**src/rtl/core/pfa_pkg.sv**
```systemverilog
// Shared constants, request and status codes, and the controller/datapath
// interface structs of the paged frame allocator.
// No dependencies.
package pfa_pkg;

  localparam int NUM_FRAMES = 256;
  localparam int NUM_PROCS  = 16;
  localparam int MAX_PAGES  = 256;

  localparam int FRAME_W = $clog2(NUM_FRAMES);
  localparam int SLOT_W  = $clog2(NUM_PROCS);
  localparam int PAGE_W  = $clog2(MAX_PAGES);
  localparam int CNT_W   = $clog2(MAX_PAGES + 1);
  localparam int FC_W    = 9;
  localparam int ADDR_W  = SLOT_W + PAGE_W;
  localparam int DEPTH   = NUM_PROCS * MAX_PAGES;

  // Field and register widths.
  localparam int REQ_W   = 2;
  localparam int PNUM_W  = 16;
  localparam int BYTES_W = 16;
  localparam int PSZ_W   = 13;
  localparam int STAT_W  = 2;
  localparam int CIDX_W  = 1;
  localparam int CDAT_W  = 13;

  // Divider widths: dividend is bytes plus page size minus one.
  localparam int DVD_W  = 17;
  localparam int REM_W  = PSZ_W + 1;
  localparam int DIVC_W = $clog2(DVD_W + 1);

  // Request types.
  localparam logic [REQ_W-1:0] REQ_XLAT    = 2'd0;
  localparam logic [REQ_W-1:0] REQ_RESIZE  = 2'd1;
  localparam logic [REQ_W-1:0] REQ_RELEASE = 2'd2;

  // Result status codes.
  localparam logic [STAT_W-1:0] ST_OK        = 2'd0;
  localparam logic [STAT_W-1:0] ST_OOM       = 2'd1;
  localparam logic [STAT_W-1:0] ST_NOT_FOUND = 2'd2;

  // Configuration register indexes.
  localparam logic [CIDX_W-1:0] CFG_PAGE_SIZE   = 1'd0;
  localparam logic [CIDX_W-1:0] CFG_FRAME_COUNT = 1'd1;

  localparam logic [PSZ_W-1:0] PAGE_SIZE_RST   = 13'd32;
  localparam logic [FC_W-1:0]  FRAME_COUNT_RST = 9'd256;

  // Commands from the controller to the datapath.
  typedef struct packed {
    logic              load;
    logic              div_step;
    logic              scan_clr;
    logic              count_step;
    logic              alloc_step;
    logic              shr_rd;
    logic              shr_free;
    logic              xlat_rd;
    logic              commit;
    logic              out_load;
    logic [STAT_W-1:0] out_status;
    logic              out_frame_sel;
  } pfa_cmd_t;

  // Status from the datapath to the controller.
  typedef struct packed {
    logic [REQ_W-1:0] req;
    logic             div_done;
    logic             want_big;
    logic             grow;
    logic             shrink;
    logic             scan_end;
    logic             count_short;
    logic             alloc_done;
    logic             xlat_hit;
    logic             out_free;
  } pfa_stat_t;

endpackage

```
**src/rtl/core/pfa_ctrl.sv**
```systemverilog
// Controller state machine of the paged frame allocator.
// Depends on pfa_pkg; drives the datapath in pfa_dp through pfa_cmd_t.
module pfa_ctrl (
  input  logic              clk,
  input  logic              rst,
  input  logic              in_valid,
  output logic              in_ready,
  input  pfa_pkg::pfa_stat_t stat,
  output pfa_pkg::pfa_cmd_t  cmd
);
  import pfa_pkg::*;

  localparam logic [3:0] S_IDLE   = 4'd0;
  localparam logic [3:0] S_DISP   = 4'd1;
  localparam logic [3:0] S_DIV    = 4'd2;
  localparam logic [3:0] S_CHECK  = 4'd3;
  localparam logic [3:0] S_COUNT  = 4'd4;
  localparam logic [3:0] S_ALLOC  = 4'd5;
  localparam logic [3:0] S_SHR_RD = 4'd6;
  localparam logic [3:0] S_SHR_FR = 4'd7;
  localparam logic [3:0] S_XLAT   = 4'd8;
  localparam logic [3:0] S_RESULT = 4'd9;

  logic [3:0]        state, state_next;
  logic [STAT_W-1:0] res_status, res_status_next;
  logic              res_sel, res_sel_next;

  assign in_ready = (state == S_IDLE);

  // Next state and command decode.
  always_comb begin
    state_next      = state;
    res_status_next = res_status;
    res_sel_next    = res_sel;
    cmd             = '0;
    cmd.out_status  = res_status;
    cmd.out_frame_sel = res_sel;
    case (state)
      S_IDLE: begin
        if (in_valid) begin
          cmd.load   = 1'b1;
          state_next = S_DISP;
        end
      end
      S_DISP: begin
        res_sel_next = 1'b0;
        case (stat.req)
          REQ_XLAT:    state_next = S_XLAT;
          REQ_RESIZE:  state_next = S_DIV;
          REQ_RELEASE: state_next = S_SHR_RD;
          default: begin
            res_status_next = ST_OK;
            state_next      = S_RESULT;
          end
        endcase
      end
      S_DIV: begin
        if (stat.div_done) begin
          state_next = S_CHECK;
        end else begin
          cmd.div_step = 1'b1;
        end
      end
      S_CHECK: begin
        if (stat.want_big) begin
          res_status_next = ST_OOM;
          state_next      = S_RESULT;
        end else if (stat.grow) begin
          cmd.scan_clr = 1'b1;
          state_next   = S_COUNT;
        end else if (stat.shrink) begin
          state_next = S_SHR_RD;
        end else begin
          res_status_next = ST_OK;
          state_next      = S_RESULT;
        end
      end
      S_COUNT: begin
        if (stat.scan_end) begin
          if (stat.count_short) begin
            res_status_next = ST_OOM;
            state_next      = S_RESULT;
          end else begin
            cmd.scan_clr = 1'b1;
            state_next   = S_ALLOC;
          end
        end else begin
          cmd.count_step = 1'b1;
        end
      end
      S_ALLOC: begin
        if (stat.alloc_done) begin
          cmd.commit      = 1'b1;
          res_status_next = ST_OK;
          state_next      = S_RESULT;
        end else begin
          cmd.alloc_step = 1'b1;
        end
      end
      S_SHR_RD: begin
        if (stat.shrink) begin
          cmd.shr_rd = 1'b1;
          state_next = S_SHR_FR;
        end else begin
          cmd.commit      = 1'b1;
          res_status_next = ST_OK;
          state_next      = S_RESULT;
        end
      end
      S_SHR_FR: begin
        cmd.shr_free = 1'b1;
        state_next   = S_SHR_RD;
      end
      S_XLAT: begin
        if (stat.xlat_hit) begin
          cmd.xlat_rd     = 1'b1;
          res_status_next = ST_OK;
          res_sel_next    = 1'b1;
        end else begin
          res_status_next = ST_NOT_FOUND;
        end
        state_next = S_RESULT;
      end
      S_RESULT: begin
        if (stat.out_free) begin
          cmd.out_load = 1'b1;
          state_next   = S_IDLE;
        end
      end
      default: state_next = S_IDLE;
    endcase
  end

  // State and pending result registers.
  always_ff @(posedge clk) begin
    if (rst) begin
      state <= S_IDLE;
    end else begin
      state <= state_next;
    end
    res_status <= res_status_next;
    res_sel    <= res_sel_next;
  end

endmodule

```
**config.mk**
```make
export PLATFORM = sky130hd
export DESIGN_NAME = pfa_ctrl
export DESIGN_NICKNAME = d
export VERILOG_FILES = /design/src/rtl/core/pfa_pkg.sv /design/src/rtl/core/pfa_ctrl.sv
export SDC_FILE = /design/constraint.sdc
export NUM_CORES = 1
export LEC_CHECK = 0
export ABC_AREA = 0
export BUFFER_PORTS_ARGS = -buffer_cell sky130_fd_sc_hd__clkbuf_2
export CORE_ASPECT_RATIO = 0.9
export CORE_MARGIN = 4
export CORE_UTILIZATION = 30
export CTS_BUF_LIST = sky130_fd_sc_hd__clkbuf_4 sky130_fd_sc_hd__clkbuf_8
export CTS_CLUSTER_DIAMETER = 60
export DETAILED_ROUTE_END_ITERATION = 12
export GPL_TIMING_DRIVEN = 0
export HOLD_SLACK_MARGIN = 0.06
export PLACE_DENSITY = 0.49
export SLEW_MARGIN = 25
export SYNTH_ARGS = -nofsm -noshare
export SYNTH_HDL_FRONTEND = slang
export SYNTH_SLANG_ARGS = --single-unit
```
**constraint.sdc**
```tcl
create_clock -name clk -period 1.8 [get_ports clk]
set_input_delay 0.18 -clock clk [delete_from_list [all_inputs] [get_ports clk]]
set_output_delay 0.18 -clock clk [all_outputs]
set_load 0.01 [all_outputs]
```
==> run summary <==
Post-layout min period: 1.72 ns
Clock Latency Late Sink: 0.26 ns
Total Routed Length: 2380 um
Finished Layout Cells: 163
Met1 Wirelength: 1040 um
Pre-antenna DRT Iters: 4
Setup Skew: 0.00232 ns
Worst Path Arrival: 1.54 ns
Number of synthesis warnings: 0
Clock Power Share: 11.1%
Pleak: 0.472 nW
Post-DR wirelength/cell: 14.6 um
# diodes: 0
Type of the most critical hold path: input pin to flip-flop
Total of max-cap violations: 0
Core Box Area: 2510 um^2
Met3 WL: 177 um
Starting Density: 32.4%
RSZ-0062 raised after global routing: yes
TritonCTS Buffers: 3
Post-Syn Area: 812 um^2
First-iteration detailed-routing DRC count: 38
Ratio of cells with drive above 1 in the final layout: 37.8%
Placement Setup Slack: -0.0273 ns
Worst-path cell chain: buf_6, nand2b_1, nor4_4, a21o_1, clkbuf_2
Full die area: 3600 um^2
F_max: 0.582 GHz
Total power: 1.49 mW
Crit path max fanout: 10
Post-DP HPWL: 1870 um
Post-CTS Setup Bufs: 0
Chip width: 62.8 um
CP max-delay cell: nor4_4
Status: complete, no violations
Setup_tns: 0 ns
Async S/R FF share, synth: 0%
Vias after detailed routing: 894
Die Ht: 57.4 um
Switching Share: 47.9%
Sequential share of the synthesized area: 21.0%
Initial antenna violation count: 0
Antenna-violating nets left: 0
Internal power: 0.775 mW
Top_reg_cell synth: dfxtp_1
CTS Buffer Depth: 2
Met2 WL post-DR: 1150 um
Pin count of the biggest net entering global routing: 11
Grt ovf: 0
Mapped Cells: 104
TritonCTS Sinks: 7
Critical Path Source Type: flip-flop
PortBufs: 27
Slew Viols, Final: 0
Synthesized area per cell: 7.81 um^2
Worst Tran Pin Value: 0.445 ns
Largest stage delay, worst path: 0.33 ns
Rel. slew slack: 70.4%
Crit path kind: flip-flop to primary output
Clock Pin Slew Worst Setup and Hold Paths: 0.05 ns
# fillers: 284
Final hold vios: 0
Net switching power: 0.712 mW
Top Metal Used: met4
# H-tree levels: 1
Sequential share of power: 20.0%
Syn nets: 121
EDFF count, synth: 3
CTS tree: done
Vias in the first global route: 876
Placed Cells incl. Taps: 159
Crit share post-route: 95.5%
Number of I/O pins: 28
Root Buffer: clkbuf_4
Vias per cell: 5.48
# hold bufs at CTS: 0
Core Util, Final: 41.2%
Data required, critical path: 1.62 ns
Area Growth Syn to Fin: 27.4%
Maximum vdd drop: 0.514 mV
Critical Path Sink Type: primary output
Combinational power share: 68.9%
Yosys reg bits: 7
Row cnt: 17
Residual DRC count: 0
Setup Viol. Count Final: 0
GP Congestion: 0.896
Yosys cell types: 44
Nets: 153
Power Dens Cells: 1440 nW/um^2
Final worst slack: 0.0810 ns
Total Routing Usage GR: 13.6%
First-pass GRT wire length: 3960 um
-- what timing repair did --
action / 4_1_cts / 5_1_grt
pin swaps: 0 / 0
endpoints found under the setup margin: 3 / 3
gates resized for setup: 2 / 3
cloned: 0 / 0
-- worst paths after layout --
kind | to | cells after the start | slack, ns | start
min reg2reg | res_status[1] | 2 | 0.65 | res_status[1]
min | state[2] | 2 | 0.13 | rst
max | cmd[10] | 5 | 0.08 | state[3]
max reg2reg | res_status[0] | 7 | 0.12 | state[2]
-- layout make-up --
type | instances | area, um^2 | area share [%]
plain buffers | 9 | 67.6 | 6.53
clock buffers | 4 | 30.0 | 2.90
inverters | 4 | 15.0 | 1.45
multi-input cells | 84 | 582 | 56.2
flip-flops and latches | 7 | 170 | 16.4
well taps | 28 | 35.0 | 3.39
repair buffers | 27 | 135 | 13.1
-- cells by family after synthesis --
family	Yosys count	synth area share (%)
buffers and inverters	13	10.0
and+or+nand+nor	51	38.4
AOI/OAI and AO/OA	26	21.0
adders and majority gates	3	4.62
muxes	4	5.08
DFF	7	21.0
-- cells in the final DEF (no fill, tap or decap), types with 2 or more instances in the layout --
| cell | instances |
|---|---|
| a21o_1 | 5 |
| a21oi_1 | 7 |
| a31oi_1 | 3 |
| and3_1 | 2 |
| buf_2 | 2 |
| buf_4 | 2 |
| buf_6 | 3 |
| clkbuf_2 | 28 |
| clkbuf_4 | 4 |
| dfxtp_1 | 4 |
| edfxtp_1 | 3 |
| ha_1 | 3 |
| inv_1 | 4 |
| mux2i_1 | 3 |
| nand2_1 | 5 |
| nand2b_1 | 5 |
| nand3_1 | 2 |
| nor2_1 | 13 |
| nor2b_1 | 3 |
| nor3_1 | 3 |
| nor3_2 | 2 |
| nor3b_1 | 2 |
| o21ai_0 | 3 |
-- state kept, by name (all words and copies together), names as in the netlist --
signal	cells
state	4
res_status	2
res_sel	1
-- power by group through the flow --
stage | sequential [mW] | clock, mW | combinational, mW
2_1_floorplan | 0.303 | 0 | 0.715
3_3_place_gp | 0.300 | 0 | 0.999
3_5_place_dp | 0.300 | 0 | 0.986
4_1_cts | 0.297 | 0.170 | 1.01
5_1_grt | 0.309 | 0.180 | 1.11
6_report | 0.298 | 0.165 | 1.02
-- synthesized netlist by cell type (all sizes together), types with 2 or more instances --
master | n | area, um^2
ha | 3 | 37.5
a21oi | 8 | 43.8
and3 | 2 | 12.5
mux2i | 3 | 30.0
inv | 4 | 15.0
or3 | 2 | 17.5
nor4 | 2 | 12.5
a31oi | 3 | 18.8
a21o | 5 | 37.5
nor3 | 6 | 51.3
or2 | 2 | 15.0
o21ai | 4 | 20.0
nor2b | 3 | 18.8
clkbuf | 2 | 7.51
nand3b | 2 | 18.8
dfxtp | 4 | 80.1
nor3b | 2 | 15.0
nand2b | 5 | 31.3
buf | 7 | 58.8
nand2 | 5 | 18.8
nor2 | 14 | 60.1
nand3 | 2 | 10.0
edfxtp | 3 | 90.1
-- worst max-delay path, delay by kind of cell, from the launching register on --
kind	cells	cell delay [ns]
compound gates	1	0.12
buf+inv	2	0.25
flops	1	0.30
simple gates	2	0.61
-- metrics by stage --
stage                     hold slack (ns)  cell area, um^2
after CTS                           0.126             1020
after floorplan                     0.242              812
after detailed placement            0.402              982
after global placement              0.403              982
after global routing                0.131             1030
final                               0.129             1030
-- metal layers --
layer,GRT usage [%],vias up
met3,4.53,2
met2,24.2,27
met5,0,-
met1,16.4,426
li1,-,439
met4,1.89,0
(Power assumes the default switching activity.)
